File: src/sv/anem_pkg.sv
`timescale 1ns / 1ps
// ----------------------------------------------------------------------------
// anem_pkg
// shared types, register map, reset values and scaling helper for the
// analog nub event mapper
// ----------------------------------------------------------------------------
package anem_pkg;

  localparam int unsigned FracShift  = 8;
  localparam int unsigned AbsShift   = 3;
  localparam int unsigned UpPulseA   = 5;
  localparam int unsigned UpPulseB   = 6;
  localparam int unsigned UpStageMax = 7;
  localparam int unsigned StableMax  = 255;
  localparam int unsigned AddrW      = 5;

  typedef enum logic [1:0] {
    ModeAbs     = 2'd0,
    ModeMouse   = 2'd1,
    ModeScroll  = 2'd2,
    ModeButtons = 2'd3
  } mode_e;

  typedef enum logic [1:0] {
    KindAbs     = 2'd0,
    KindMotion  = 2'd1,
    KindWheel   = 2'd2,
    KindButtons = 2'd3
  } kind_e;

  typedef enum logic [2:0] {
    DirCenter = 3'd0,
    DirUp     = 3'd1,
    DirRight  = 3'd2,
    DirDown   = 3'd3,
    DirLeft   = 3'd4
  } dir_e;

  typedef enum logic [2:0] {
    RegEventMode  = 3'd0,
    RegMouseGain  = 3'd1,
    RegScrollXGn  = 3'd2,
    RegScrollYGn  = 3'd3,
    RegScrollDiv  = 3'd4,
    RegThreshX    = 3'd5,
    RegThreshY    = 3'd6,
    RegHoldDelay  = 3'd7
  } reg_idx_e;

  typedef struct packed {
    mode_e       event_mode;
    logic [15:0] mouse_gain;
    logic [15:0] scroll_x_gain;
    logic [15:0] scroll_y_gain;
    logic [5:0]  scroll_divider;
    logic [5:0]  button_threshold_x;
    logic [5:0]  button_threshold_y;
    logic [7:0]  hold_delay;
  } anem_cfg_t;

  localparam anem_cfg_t CfgReset = '{
    event_mode:         ModeAbs,
    mouse_gain:         16'd435,
    scroll_x_gain:      16'd20,
    scroll_y_gain:      16'd20,
    scroll_divider:     6'd13,
    button_threshold_x: 6'd20,
    button_threshold_y: 6'd26,
    hold_delay:         8'd1
  };

  // signed 8.8 gain scaling, quotient truncated toward zero
  function automatic logic signed [15:0] scale_gain(logic signed [8:0] v,
                                                    logic signed [15:0] g);
    logic signed [24:0] p;
    logic signed [24:0] adj;
    p   = 25'(v) * 25'(g);
    adj = p + (p[24] ? 25'sd255 : 25'sd0);
    return adj[FracShift +: 16];
  endfunction

endpackage

File: src/sv/anem_if.sv
`timescale 1ns / 1ps
// ----------------------------------------------------------------------------
// anem_if
// valid/ready channels for joystick samples and mapped events
// ----------------------------------------------------------------------------
interface anem_in_if;
  logic              valid;
  logic              ready;
  logic              sample_present;
  logic signed [7:0] rel_x;
  logic signed [7:0] rel_y;
  logic signed [7:0] abs_x;
  logic signed [7:0] abs_y;

  modport source (output valid, sample_present, rel_x, rel_y, abs_x, abs_y,
                  input ready);
  modport sink (input valid, sample_present, rel_x, rel_y, abs_x, abs_y,
                output ready);
endinterface

interface anem_out_if;
  logic               valid;
  logic               ready;
  logic [1:0]         event_kind;
  logic signed [15:0] value_x;
  logic signed [15:0] value_y;
  logic               left_pressed;
  logic               middle_pressed;
  logic               right_pressed;

  modport source (output valid, event_kind, value_x, value_y, left_pressed,
                  middle_pressed, right_pressed, input ready);
  modport sink (input valid, event_kind, value_x, value_y, left_pressed,
                middle_pressed, right_pressed, output ready);
endinterface

File: src/sv/anem_cfg_regs.sv
`timescale 1ns / 1ps
// ----------------------------------------------------------------------------
// anem_cfg_regs
// apb register file holding mode, gains, scroll pacing and button settings
// ----------------------------------------------------------------------------
module anem_cfg_regs (
  input  logic                 clk_i,
  input  logic                 rst_ni,
  input  logic                 psel,
  input  logic                 penable,
  input  logic                 pwrite,
  input  logic [4:0]           paddr,
  input  logic [31:0]          pwdata,
  output logic [31:0]          prdata,
  output logic                 pready,
  output anem_pkg::anem_cfg_t  cfg_o
);
  import anem_pkg::*;

  anem_cfg_t cfg_q, cfg_d;
  reg_idx_e  idx;
  logic      wr_en;

  assign idx    = reg_idx_e'(paddr[AddrW-1:2]);
  assign wr_en  = psel && penable && pwrite;
  assign pready = 1'b1;
  assign cfg_o  = cfg_q;

  always_comb begin
    cfg_d = cfg_q;
    if (wr_en) begin
      case (idx)
        RegEventMode: cfg_d.event_mode         = mode_e'(pwdata[1:0]);
        RegMouseGain: cfg_d.mouse_gain         = pwdata[15:0];
        RegScrollXGn: cfg_d.scroll_x_gain      = pwdata[15:0];
        RegScrollYGn: cfg_d.scroll_y_gain      = pwdata[15:0];
        RegScrollDiv: cfg_d.scroll_divider     = pwdata[5:0];
        RegThreshX:   cfg_d.button_threshold_x = pwdata[5:0];
        RegThreshY:   cfg_d.button_threshold_y = pwdata[5:0];
        RegHoldDelay: cfg_d.hold_delay         = pwdata[7:0];
        default: ;
      endcase
    end
  end

  always_comb begin
    case (idx)
      RegEventMode: prdata = {30'd0, cfg_q.event_mode};
      RegMouseGain: prdata = {16'd0, cfg_q.mouse_gain};
      RegScrollXGn: prdata = {16'd0, cfg_q.scroll_x_gain};
      RegScrollYGn: prdata = {16'd0, cfg_q.scroll_y_gain};
      RegScrollDiv: prdata = {26'd0, cfg_q.scroll_divider};
      RegThreshX:   prdata = {26'd0, cfg_q.button_threshold_x};
      RegThreshY:   prdata = {26'd0, cfg_q.button_threshold_y};
      RegHoldDelay: prdata = {24'd0, cfg_q.hold_delay};
      default:      prdata = 32'd0;
    endcase
  end

  always_ff @(posedge clk_i or negedge rst_ni) begin
    if (!rst_ni) begin
      cfg_q <= CfgReset;
    end else begin
      cfg_q <= cfg_d;
    end
  end

endmodule

File: src/sv/anem_mapper.sv
`timescale 1ns / 1ps
// ----------------------------------------------------------------------------
// anem_mapper
// sample register, per-mode event mapping and result register
// ----------------------------------------------------------------------------
module anem_mapper (
  input  logic                clk_i,
  input  logic                rst_ni,
  input  anem_pkg::anem_cfg_t cfg_i,
  anem_in_if.sink             in_i,
  anem_out_if.source          out_o
);
  import anem_pkg::*;

  // sample stage
  logic              s1_valid_q, s1_valid_d;
  logic              s1_present_q;
  logic signed [7:0] s1_rx_q, s1_ry_q, s1_ax_q, s1_ay_q;
  logic              s1_adv;
  logic              in_take;

  // result stage
  logic               out_valid_q, out_valid_d;
  logic [1:0]         out_kind_q, out_kind_d;
  logic signed [15:0] out_x_q, out_x_d;
  logic signed [15:0] out_y_q, out_y_d;
  logic [2:0]         out_btn_q, out_btn_d;

  // mapping state
  logic [5:0] scroll_cnt_q, scroll_cnt_d;
  dir_e       prev_dir_q, prev_dir_d;
  logic [7:0] stable_q, stable_d;
  dir_e       active_dir_q, active_dir_d;
  logic [2:0] up_stage_q, up_stage_d;

  // datapath
  logic signed [7:0]  rx, ry, ax, ay;
  logic signed [8:0]  mul_x_v, mul_y_v;
  logic signed [15:0] mul_x_g, mul_y_g;
  logic signed [15:0] scaled_x, scaled_y;
  logic signed [9:0]  ax10, ay10, tx10, ty10;
  logic [5:0]         scroll_inc;
  dir_e               dir_raw, dir_eff;
  logic               emit;

  assign s1_adv    = s1_valid_q && (!out_valid_q || out_o.ready);
  assign in_i.ready = !s1_valid_q || s1_adv;
  assign in_take   = in_i.valid && in_i.ready;
  assign s1_valid_d = in_take || (s1_valid_q && !s1_adv);

  assign rx = s1_present_q ? s1_rx_q : 8'sd0;
  assign ry = s1_present_q ? s1_ry_q : 8'sd0;
  assign ax = s1_present_q ? s1_ax_q : 8'sd0;
  assign ay = s1_present_q ? s1_ay_q : 8'sd0;

  always_comb begin
    if (cfg_i.event_mode == ModeMouse) begin
      mul_x_v = 9'(rx);
      mul_y_v = -9'(ry);
      mul_x_g = $signed(cfg_i.mouse_gain);
      mul_y_g = $signed(cfg_i.mouse_gain);
    end else begin
      mul_x_v = 9'(ax);
      mul_y_v = 9'(ay);
      mul_x_g = $signed(cfg_i.scroll_x_gain);
      mul_y_g = $signed(cfg_i.scroll_y_gain);
    end
  end

  assign scaled_x = scale_gain(mul_x_v, mul_x_g);
  assign scaled_y = scale_gain(mul_y_v, mul_y_g);

  assign ax10 = 10'(ax);
  assign ay10 = 10'(ay);
  assign tx10 = $signed({4'd0, cfg_i.button_threshold_x});
  assign ty10 = $signed({4'd0, cfg_i.button_threshold_y});

  always_comb begin
    if (ax10 >= tx10) begin
      dir_raw = DirRight;
    end else if (ax10 <= -tx10) begin
      dir_raw = DirLeft;
    end else if (ay10 >= ty10) begin
      dir_raw = DirUp;
    end else if (ay10 <= -ty10) begin
      dir_raw = DirDown;
    end else begin
      dir_raw = DirCenter;
    end
  end

  assign scroll_inc = scroll_cnt_q + 6'd1;

  always_comb begin
    scroll_cnt_d = scroll_cnt_q;
    prev_dir_d   = prev_dir_q;
    stable_d     = stable_q;
    active_dir_d = active_dir_q;
    up_stage_d   = up_stage_q;
    emit         = 1'b1;
    out_kind_d   = KindAbs;
    out_x_d      = 16'sd0;
    out_y_d      = 16'sd0;
    out_btn_d    = 3'd0;
    dir_eff      = dir_raw;

    case (cfg_i.event_mode)
      ModeMouse: begin
        out_kind_d = KindMotion;
        out_x_d    = scaled_x;
        out_y_d    = scaled_y;
      end
      ModeScroll: begin
        out_kind_d = KindWheel;
        out_x_d    = scaled_x;
        out_y_d    = scaled_y;
        if (scroll_inc < cfg_i.scroll_divider) begin
          scroll_cnt_d = scroll_inc;
          emit         = 1'b0;
        end else begin
          scroll_cnt_d = 6'd0;
        end
      end
      ModeButtons: begin
        out_kind_d = KindButtons;
        if (!s1_present_q) begin
          active_dir_d = DirCenter;
        end else begin
          if (dir_raw != prev_dir_q) begin
            prev_dir_d = dir_raw;
            stable_d   = 8'd0;
          end else if (stable_q < 8'(StableMax)) begin
            stable_d = stable_q + 8'd1;
          end
          if (stable_d < cfg_i.hold_delay) begin
            dir_eff = active_dir_q;
          end
          if (dir_eff != DirUp) begin
            up_stage_d = 3'd0;
          end else if (up_stage_q < 3'(UpStageMax)) begin
            up_stage_d = up_stage_q + 3'd1;
          end
          case (dir_eff)
            DirUp: begin
              out_btn_d[0] = (up_stage_d == 3'd1) || (up_stage_d == 3'd2) ||
                             (up_stage_d == 3'(UpPulseA)) ||
                             (up_stage_d == 3'(UpPulseB));
            end
            DirRight: out_btn_d = 3'b100;
            DirDown:  out_btn_d = 3'b010;
            DirLeft:  out_btn_d = 3'b001;
            default:  out_btn_d = 3'b000;
          endcase
          active_dir_d = dir_eff;
        end
      end
      default: begin
        out_kind_d = KindAbs;
        out_x_d    = 16'(ax) <<< AbsShift;
        out_y_d    = -(16'(ay) <<< AbsShift);
      end
    endcase
  end

  assign out_valid_d = s1_adv ? emit : (out_valid_q && !out_o.ready);

  always_ff @(posedge clk_i or negedge rst_ni) begin
    if (!rst_ni) begin
      s1_valid_q   <= 1'b0;
      out_valid_q  <= 1'b0;
      scroll_cnt_q <= 6'd0;
      prev_dir_q   <= DirCenter;
      stable_q     <= 8'd0;
      active_dir_q <= DirCenter;
      up_stage_q   <= 3'd0;
    end else begin
      s1_valid_q  <= s1_valid_d;
      out_valid_q <= out_valid_d;
      if (s1_adv) begin
        scroll_cnt_q <= scroll_cnt_d;
        prev_dir_q   <= prev_dir_d;
        stable_q     <= stable_d;
        active_dir_q <= active_dir_d;
        up_stage_q   <= up_stage_d;
      end
    end
  end

  always_ff @(posedge clk_i) begin
    if (in_take) begin
      s1_present_q <= in_i.sample_present;
      s1_rx_q      <= in_i.rel_x;
      s1_ry_q      <= in_i.rel_y;
      s1_ax_q      <= in_i.abs_x;
      s1_ay_q      <= in_i.abs_y;
    end
    if (s1_adv && emit) begin
      out_kind_q <= out_kind_d;
      out_x_q    <= out_x_d;
      out_y_q    <= out_y_d;
      out_btn_q  <= out_btn_d;
    end
  end

  assign out_o.valid          = out_valid_q;
  assign out_o.event_kind     = out_kind_q;
  assign out_o.value_x        = out_x_q;
  assign out_o.value_y        = out_y_q;
  assign out_o.left_pressed   = out_btn_q[0];
  assign out_o.middle_pressed = out_btn_q[1];
  assign out_o.right_pressed  = out_btn_q[2];

endmodule

File: src/sv/analog_nub_event_mapper_top.sv
`timescale 1ns / 1ps
// ----------------------------------------------------------------------------
// analog_nub_event_mapper_top
// maps polled joystick samples to position, motion, wheel or button events
// a sample is held in the sample register, then its result in the result register
// throughput: one sample per cycle while the receiver is ready, set by the sample and result registers
// scroll mode gives a result only on every scroll_divider-th sample
// reset clears the mapping state and loads the default register values
// ----------------------------------------------------------------------------
module analog_nub_event_mapper_top (
  input  logic        clk_i,
  input  logic        rst_ni,
  input  logic        psel,
  input  logic        penable,
  input  logic        pwrite,
  input  logic [4:0]  paddr,
  input  logic [31:0] pwdata,
  output logic [31:0] prdata,
  output logic        pready,
  anem_in_if.sink     in_i,
  anem_out_if.source  out_o
);
  import anem_pkg::*;

  anem_cfg_t cfg;

  anem_cfg_regs u_cfg_regs (
    .clk_i   (clk_i),
    .rst_ni  (rst_ni),
    .psel    (psel),
    .penable (penable),
    .pwrite  (pwrite),
    .paddr   (paddr),
    .pwdata  (pwdata),
    .prdata  (prdata),
    .pready  (pready),
    .cfg_o   (cfg)
  );

  anem_mapper u_mapper (
    .clk_i  (clk_i),
    .rst_ni (rst_ni),
    .cfg_i  (cfg),
    .in_i   (in_i),
    .out_o  (out_o)
  );

endmodule

File: src/flat_wrapper.sv
// flat-port wrapper written by rule: the top's interface ports become plain ports
module analog_nub_event_mapper_top_flat import anem_pkg::*;
  (clk_i, rst_ni, psel, penable, pwrite, paddr, pwdata, prdata, pready, in_i_valid, in_i_sample_present, in_i_rel_x, in_i_rel_y, in_i_abs_x, in_i_abs_y, in_i_ready, out_o_valid, out_o_event_kind, out_o_value_x, out_o_value_y, out_o_left_pressed, out_o_middle_pressed, out_o_right_pressed, out_o_ready);
  anem_in_if in_i_i ();
  anem_out_if out_o_i ();
  input  logic clk_i;
  input  logic rst_ni;
  input  logic psel;
  input  logic penable;
  input  logic pwrite;
  input  logic [4:0] paddr;
  input  logic [31:0] pwdata;
  output logic [31:0] prdata;
  output logic pready;
  input wire logic [$bits(in_i_i.valid)-1:0] in_i_valid;
  input wire logic [$bits(in_i_i.sample_present)-1:0] in_i_sample_present;
  input wire logic [$bits(in_i_i.rel_x)-1:0] in_i_rel_x;
  input wire logic [$bits(in_i_i.rel_y)-1:0] in_i_rel_y;
  input wire logic [$bits(in_i_i.abs_x)-1:0] in_i_abs_x;
  input wire logic [$bits(in_i_i.abs_y)-1:0] in_i_abs_y;
  output wire logic [$bits(in_i_i.ready)-1:0] in_i_ready;
  output wire logic [$bits(out_o_i.valid)-1:0] out_o_valid;
  output wire logic [$bits(out_o_i.event_kind)-1:0] out_o_event_kind;
  output wire logic [$bits(out_o_i.value_x)-1:0] out_o_value_x;
  output wire logic [$bits(out_o_i.value_y)-1:0] out_o_value_y;
  output wire logic [$bits(out_o_i.left_pressed)-1:0] out_o_left_pressed;
  output wire logic [$bits(out_o_i.middle_pressed)-1:0] out_o_middle_pressed;
  output wire logic [$bits(out_o_i.right_pressed)-1:0] out_o_right_pressed;
  input wire logic [$bits(out_o_i.ready)-1:0] out_o_ready;
  assign in_i_i.valid = in_i_valid;
  assign in_i_i.sample_present = in_i_sample_present;
  assign in_i_i.rel_x = in_i_rel_x;
  assign in_i_i.rel_y = in_i_rel_y;
  assign in_i_i.abs_x = in_i_abs_x;
  assign in_i_i.abs_y = in_i_abs_y;
  assign in_i_ready = in_i_i.ready;
  assign out_o_valid = out_o_i.valid;
  assign out_o_event_kind = out_o_i.event_kind;
  assign out_o_value_x = out_o_i.value_x;
  assign out_o_value_y = out_o_i.value_y;
  assign out_o_left_pressed = out_o_i.left_pressed;
  assign out_o_middle_pressed = out_o_i.middle_pressed;
  assign out_o_right_pressed = out_o_i.right_pressed;
  assign out_o_i.ready = out_o_ready;
  analog_nub_event_mapper_top u_core (.clk_i(clk_i), .rst_ni(rst_ni), .psel(psel), .penable(penable), .pwrite(pwrite), .paddr(paddr), .pwdata(pwdata), .prdata(prdata), .pready(pready), .in_i(in_i_i), .out_o(out_o_i));
endmodule
File: config.mk
export PLATFORM = sky130hd
export DESIGN_NAME = analog_nub_event_mapper_top_flat
export DESIGN_NICKNAME = d
export VERILOG_FILES = /design/src/sv/anem_pkg.sv /design/src/sv/anem_if.sv /design/src/sv/anem_cfg_regs.sv /design/src/sv/anem_mapper.sv /design/src/sv/analog_nub_event_mapper_top.sv /design/src/flat_wrapper.sv
export SDC_FILE = /design/constraint.sdc
export NUM_CORES = 1
export LEC_CHECK = 0
export BUFFER_PORTS_ARGS = -buffer_cell sky130_fd_sc_hd__buf_2
export CAP_MARGIN = 20
export CORE_MARGIN = 1.5
export CORE_UTILIZATION = 25
export CTS_CLUSTER_DIAMETER = 150
export DETAILED_ROUTE_END_ITERATION = 12
export GPL_TIMING_DRIVEN = 0
export PLACE_DENSITY = 0.53
export SETUP_SLACK_MARGIN = 0.15
export SLEW_MARGIN = 0
export SYNTH_ARGS = -nofsm -noshare
export SYNTH_HDL_FRONTEND = slang
export SYNTH_SLANG_ARGS = --single-unit
File: constraint.sdc
create_clock -name clk_i -period 8.6 [get_ports clk_i]
set_input_delay 0.43 -clock clk_i [delete_from_list [all_inputs] [get_ports clk_i]]
set_output_delay 0.43 -clock clk_i [all_outputs]
set_load 0.01 [all_outputs]
Word-level counts from Yosys, hierarchy flattened
Cells that the tools add are included.

Register bits: 171. Input port bits: 77. Output and inout bits: 72. Word-level logic and storage cells: 131.

Add/subtract/negate cells: 9. Multiply operators: 2. $lt $le $gt $ge: 8. Equality and inequality tests: 20. Mux-type cells: 36. Reductions and logical operators: 32.

Operator list (count): one-hot mux 32 bit (8 select lines) (1); two-way mux 8 bit (10); one-hot mux 16 bit (2 select lines) (2); multiplier 9 x 16 -> 25 bit (2); adder 24 x 9 -> 24 bit (2); two-way mux 16 bit (2); two-way mux 3 bit (10); AND reduction 2 bit (11); == test 3 bit (second input constant) (7); <= comparator 8 x 10 -> 1 bit (2); negation 6 -> 10 bit (2); two-way mux 9 bit (2); >= comparator 8 x 7 -> 1 bit (2); negation 11 -> 16 bit (1); == test 3 x 2 -> 1 bit (second input constant) (5); == test 3 x 1 -> 1 bit (second input constant) (3); negation 8 -> 9 bit (1); adder 8 x 1 -> 8 bit (second input constant) (1); < comparator 8 bit (1); < comparator 8 bit (second input constant) (1); logical AND 1 bit (7); adder 6 x 1 -> 6 bit (second input constant) (1); logical OR 1 bit (6); < comparator 6 bit (1); other kinds (17) (24).

Longest topological paths before layout
Depth after elaboration: 23. Gate-level depth with buffers: 37. Mapped depth without buffers: 33.

Cells and area by module
From an unflattened synthesis, not the netlist that was laid out.

Cells, all modules: 2207. Area total of the unflattened synthesis: 20958.9 µm².

By module, submodules not included: anem_mapper (times used 1, cells an instance 1941, area an instance 17229.0 µm², sequential area each 2727.6 µm²); anem_cfg_regs (times used 1, cells an instance 266, area an instance 3729.8 µm², sequential area each 1925.6 µm²).

Worst setup path after synthesis
OpenSTA, ideal clock, no wires.

Kind: flip-flop to flip-flop. Start point: register u_core.u_cfg_regs.cfg_q, in the netlist u_core.u_cfg_regs.cfg_o[75]. End point: register u_core.u_mapper.out_x_q[14] (netlist: u_core.u_mapper.out_o.value_x[14]), data pin. Library setup time: 135 ps. Data arrival time: 8288 ps. Data required time: 8465 ps. Setup slack: 177 ps. Cell stages (with the launch flop): 35. Buffers on the path: 3. Period minus slack after synthesis: 8423 ps. Cells stage by stage: dfrtp_1 > inv_1 > ha_1 > buf_2 > buf_1 > mux2i_1 > nor2b_1 > clkbuf_1 > nand2_1 > fa_1 > fa_1 > inv_1 > fa_1 > inv_1 > fa_1 > inv_1 > fa_1 > ha_1 > o21ai_0 > o21ai_1 > a211o_1 > a21oi_1 > a21oi_1 > xor2_1 > inv_1 > ha_1 > nand3_1 > nor3_2 > nand3_1 > or4b_1 > mux2_2 > nand2_1 > nand4_2 > or4_1 > nand3_1.

Word-level cells in the longest chain between the ends: 6. Elaborated cells on any way between the ends: 10. Those cells by class: add/sub (1); mul (1); eq/ne (3); mux (4); reduce/logical (1).

RTL lines: from (decl) (RTL line anem_cfg_regs.sv:20) `anem_cfg_t cfg_q, cfg_d;`; from (signal assigned) (RTL line anem_cfg_regs.sv:62) `cfg_q <= CfgReset;`; from (signal assigned) (RTL line anem_cfg_regs.sv:64) `cfg_q <= cfg_d;`; == test 2 x 1 -> 1 bit (RTL line anem_mapper.sv:57, anem_mapper.sv:107); two-way mux 9 bit or two-way mux 16 bit (tied branches) (RTL line anem_mapper.sv:57) `if (cfg_i.event_mode == ModeMouse) begin`; multiplier 9 x 16 -> 25 bit (RTL line anem_pkg.sv:77) `p = 25'(v) * 25'(g);`; two-way mux 8 bit (RTL line anem_pkg.sv:78) `adj = p + (p[24] ? 25'sd255 : 25'sd0);`; adder 24 x 9 -> 24 bit (RTL line anem_pkg.sv:78); one-hot mux 16 bit (2 select lines) (*) (RTL line anem_mapper.sv:107) `case (cfg_i.event_mode)`; via u_core.u_mapper.out_x_d[14] (RTL line anem_mapper.sv:25) `logic signed [15:0] out_x_q, out_x_d;`; to (signal assigned) (RTL line anem_mapper.sv:199) `out_x_q <= out_x_d;`; to (decl) (RTL line anem_mapper.sv:25).

The timed path passes the listed nets; every way through them passes the cells marked *. A chain may end at the register's enable or synchronous reset.

Worst setup path after layout
Start point: register u_core.u_mapper.s1_present_q. End point: register u_core.u_mapper.out_y_q[3] (netlist: u_core.u_mapper.out_o.value_y[3]), data pin.

Word-level cells in the longest chain between the ends: 7. Elaborated cells on any way between the ends: 9. Those cells by class: add/sub (3); mul (1); mux (5).

RTL lines: from (decl) (RTL line anem_mapper.sv:17) `logic s1_present_q;`; from (signal assigned) (RTL line anem_mapper.sv:191) `s1_present_q <= in_i.sample_present;`; two-way mux 8 bit (RTL line anem_mapper.sv:52) `assign ry = s1_present_q ? s1_ry_q : 8'sd0;`; negation 8 -> 9 bit (RTL line anem_mapper.sv:59) `mul_y_v = -9'(ry);`; two-way mux 9 bit (RTL line anem_mapper.sv:57); multiplier 9 x 16 -> 25 bit (RTL line anem_pkg.sv:77); two-way mux 8 bit (RTL line anem_pkg.sv:78); adder 24 x 9 -> 24 bit (RTL line anem_pkg.sv:78); one-hot mux 16 bit (2 select lines) (*) (RTL line anem_mapper.sv:107); via u_core.u_mapper.out_y_d[3] (RTL line anem_mapper.sv:26) `logic signed [15:0] out_y_q, out_y_d;`; to (signal assigned) (RTL line anem_mapper.sv:200) `out_y_q <= out_y_d;`; to (decl) (RTL line anem_mapper.sv:26).

Marked as above.

==> impl_metrics.csv <==
group,metric,value,unit
yosys,yosysMostFrequentCell,"nand2_1",
outcome,status,"finished clean",
timing,fin_crit,8250,ps
global_route,grt_use_total,16.0,%
yosys,ys_seq_elements,171,
critical_path,path_class,"reg2reg",
die,die_x,289,µm
route,vias,16640,
die,start_util,25.3,%
die,die_h,289,µm
global_route,grt_max_degree,69,
critical_path,required,8900,ps
place,hpwl,52.6,mm
clock_tree,tritoncts,"done",
global_route,grt_pass1_vias,16469,
yosys,yosys.area.top_type,"fa_1",
yosys,synth_top_area_share,23.3,%
route,wl_met3,5.30,mm
clock_tree,clk_latency,510,ps
yosys,synth-edff-count,70,
yosys,netlist_top_cells_count,"nand2_1 (298), inv_1 (292), fa_1 (238)",
route,met1_length,30.2,mm
die,fp-row-count,104,
timing,tightestPinTransition,1180,ps
timing,slew_headroom,20.7,%
place,place_ws,-2720,ps
die,dieArea,83700,µm²
global_route,grt_pass1_wl,99.8,mm
timing,drv_slew,0,
place,gp_congestion,0.910,
timing,worst_slack,352,ps
route,routed_wirelength,65.7,mm
yosys,syn_inst,2236,
timing,grt_setup_unrepaired,"false",
route,drt_pre_antenna_iters,5,
global_route,overflow,0,
clock_tree,cts-buffers-inserted,17,
min_path,hold_path_class,"in2reg",
critical_path,crit_path_max_fanout,10,
die,core_area,80800,µm²
route,wl_met2,28.7,mm
layout,drive_above_1_share,20.4,%
yosys,ys_types,101,
timing,period_share,95.9,%
yosys,syn_area,20500,µm²
route,top_layer,"met5",
clock_tree,path_clk_slew,80,ps
route,drc,0,
route,wire_per_inst,18.6,µm
global_route,antenna_found_initial,8,
yosys,synth_area_leaders,"fa_1 (23%), edfxtp_1 (10%), ha_1 (10%)",
critical_path,cp_data_arrival_time,8550,ps
timing,finalSetupViolCount,0,
yosys,yosysSeqAreaShare,22.7,%
route,drtIter0Drc,1262,
route,drt-vias-per-instance,4.72,
critical_path,startpoint_type,"register",
clock_tree,clkSinkCount,171,
yosys,async_flop_share,59.1,%
timing,fmax,121,MHz
critical_path,endpoint_kind,"register",
place,io_buffers,111,
run,drv_cap,0,
clock_tree,clk_path_buf_depth,2,
yosys,syn_area_per_cell,9.16,µm²
clock_tree,htreeDepth,4,
yosys,ys.warnings.count,0,
place,dpl.cell_count,3425,
critical_path,critPathSlowestCell,"fa_1",
layout,area_delta_synth_final,21.6,%
timing,fin_hold_ws,98.7,ps
clock_tree,root_buffer,"clkbuf_16",
timing,fin_skew,18.2,ps
die,ioPinCount,149,
layout,postLayoutCoreUtil,30.8,%
critical_path,path_common_cell,"fa_1",
layout,stdcell_count,3527,
layout,nNetsFinal,2934,
yosys,yosys_most_used_dff,"dfrtp_1",
critical_path,slowest_delay,550,ps
timing,hold_viol_final,0,
route,antenna_left,0,
## sequential cells by signal (all words and copies together) (netlist names)
name                              flops
u_core.u_cfg_regs.cfg_o              76
u_core.u_mapper.active_dir_q          3
u_core.u_mapper.out_btn_q             3
u_core.u_mapper.out_o.event_kind      2
u_core.u_mapper.out_o.valid           1
u_core.u_mapper.out_o.value_x        16
u_core.u_mapper.out_o.value_y        16
u_core.u_mapper.prev_dir_q            3
u_core.u_mapper.s1_ax_q               8
u_core.u_mapper.s1_ay_q               8
u_core.u_mapper.s1_present_q          1
u_core.u_mapper.s1_rx_q               8
u_core.u_mapper.s1_ry_q               8
u_core.u_mapper.s1_valid_q            1
u_core.u_mapper.scroll_cnt_q          6
u_core.u_mapper.stable_q              8
u_core.u_mapper.up_stage_q            3
## logic make-up after synthesis
family          Yosys count  synth area share, %
mux                      67                 3.90
flops                   171                 22.7
other cells               2               0.0367
buf+inv                 386                 7.50
compound gates          372                 11.6
fa+ha+maj               404                 33.4
xor+xnor                 95                 4.10
simple gates            739                 16.7
## per-layer routing
| metal | GRT usage, % | vias up |
|---|---|---|
| li1 | - | 7828 |
| met1 | 22.6 | 8226 |
| met2 | 23.7 | 495 |
| met3 | 4.56 | 79 |
| met4 | 4.30 | 12 |
| met5 | 0 | - |
## stage by stage
step                setup TNS (ps)  area (µm²)
floorplan                        0       20500
global placement            -71640       22400
detailed placement          -70500       22500
CTS                              0       24100
global route                     0       24900
finish                           0       24900
## area by class of cell
cell class	count	area, µm²
fillers	8464	55900
multi-input cells	1694	15200
inverters	292	1100
repair buffers	183	1230
clock inverters	13	145
plain buffers	94	791
flip-flops and latches	171	4650
well taps	1060	1330
clock buffers	19	454
diodes	1	2.50
## placed cells by master, fill, tap and decap left out, types with 23 or more instances in the layout
| cell | instances |
|---|---|
| nand2_1 | 279 |
| o21ai_0 | 114 |
| clkbuf_1 | 33 |
| nor2b_1 | 24 |
| xnor2_1 | 55 |
| ha_1 | 147 |
| fa_1 | 231 |
| dfrtp_1 | 81 |
| buf_4 | 82 |
| nor2_1 | 208 |
| buf_2 | 112 |
| a21oi_1 | 49 |
| nand3_1 | 45 |
| xor2_1 | 34 |
| clkbuf_16 | 23 |
| o21a_1 | 32 |
| mux2_2 | 39 |
| inv_1 | 286 |
| edfxtp_1 | 70 |
## worst max-delay path: cells and delay by family (launching register included)
| family | cells | cell delay (ps) |
|---|---|---|
| adders and majority gates | 8 | 3310 |
| buffers and inverters | 12 | 1710 |
| AOI/OAI and AO/OA | 8 | 1350 |
| and+or+nand+nor | 6 | 1000 |
| DFF | 1 | 410 |
| xor gates and xnor gates | 2 | 250 |
## final timing paths
check	from	end	slack [ps]	cells after the start
max	u_core.u_mapper.s1_present_q	u_core.u_mapper.out_o.value_y[3]	350	36
max in group asynchronous	rst_ni	u_core.u_cfg_regs.cfg_o[30]	7390	3
min	in_i_rel_x[3]	u_core.u_mapper.s1_rx_q[3]	100	1
min in group asynchronous	rst_ni	u_core.u_cfg_regs.cfg_o[5]	440	2
min reg2reg	u_core.u_mapper.prev_dir_q[1]	u_core.u_mapper.prev_dir_q[1]	500	2
max reg2reg	u_core.u_mapper.s1_present_q	u_core.u_mapper.out_o.value_y[3]	350	36
## what timing repair did
item,4_1_cts,5_1_grt
resized for setup,194,144
endpoints found under the setup margin,32,31
pin swaps,18,40
endpoints found under the hold margin,30,0
cloned,0,3
buffers inserted,33,30
hold buffers,1,0
Power is not shown: default switching activity piles up to over one toggle a cycle in this logic, so the estimate is an artifact.
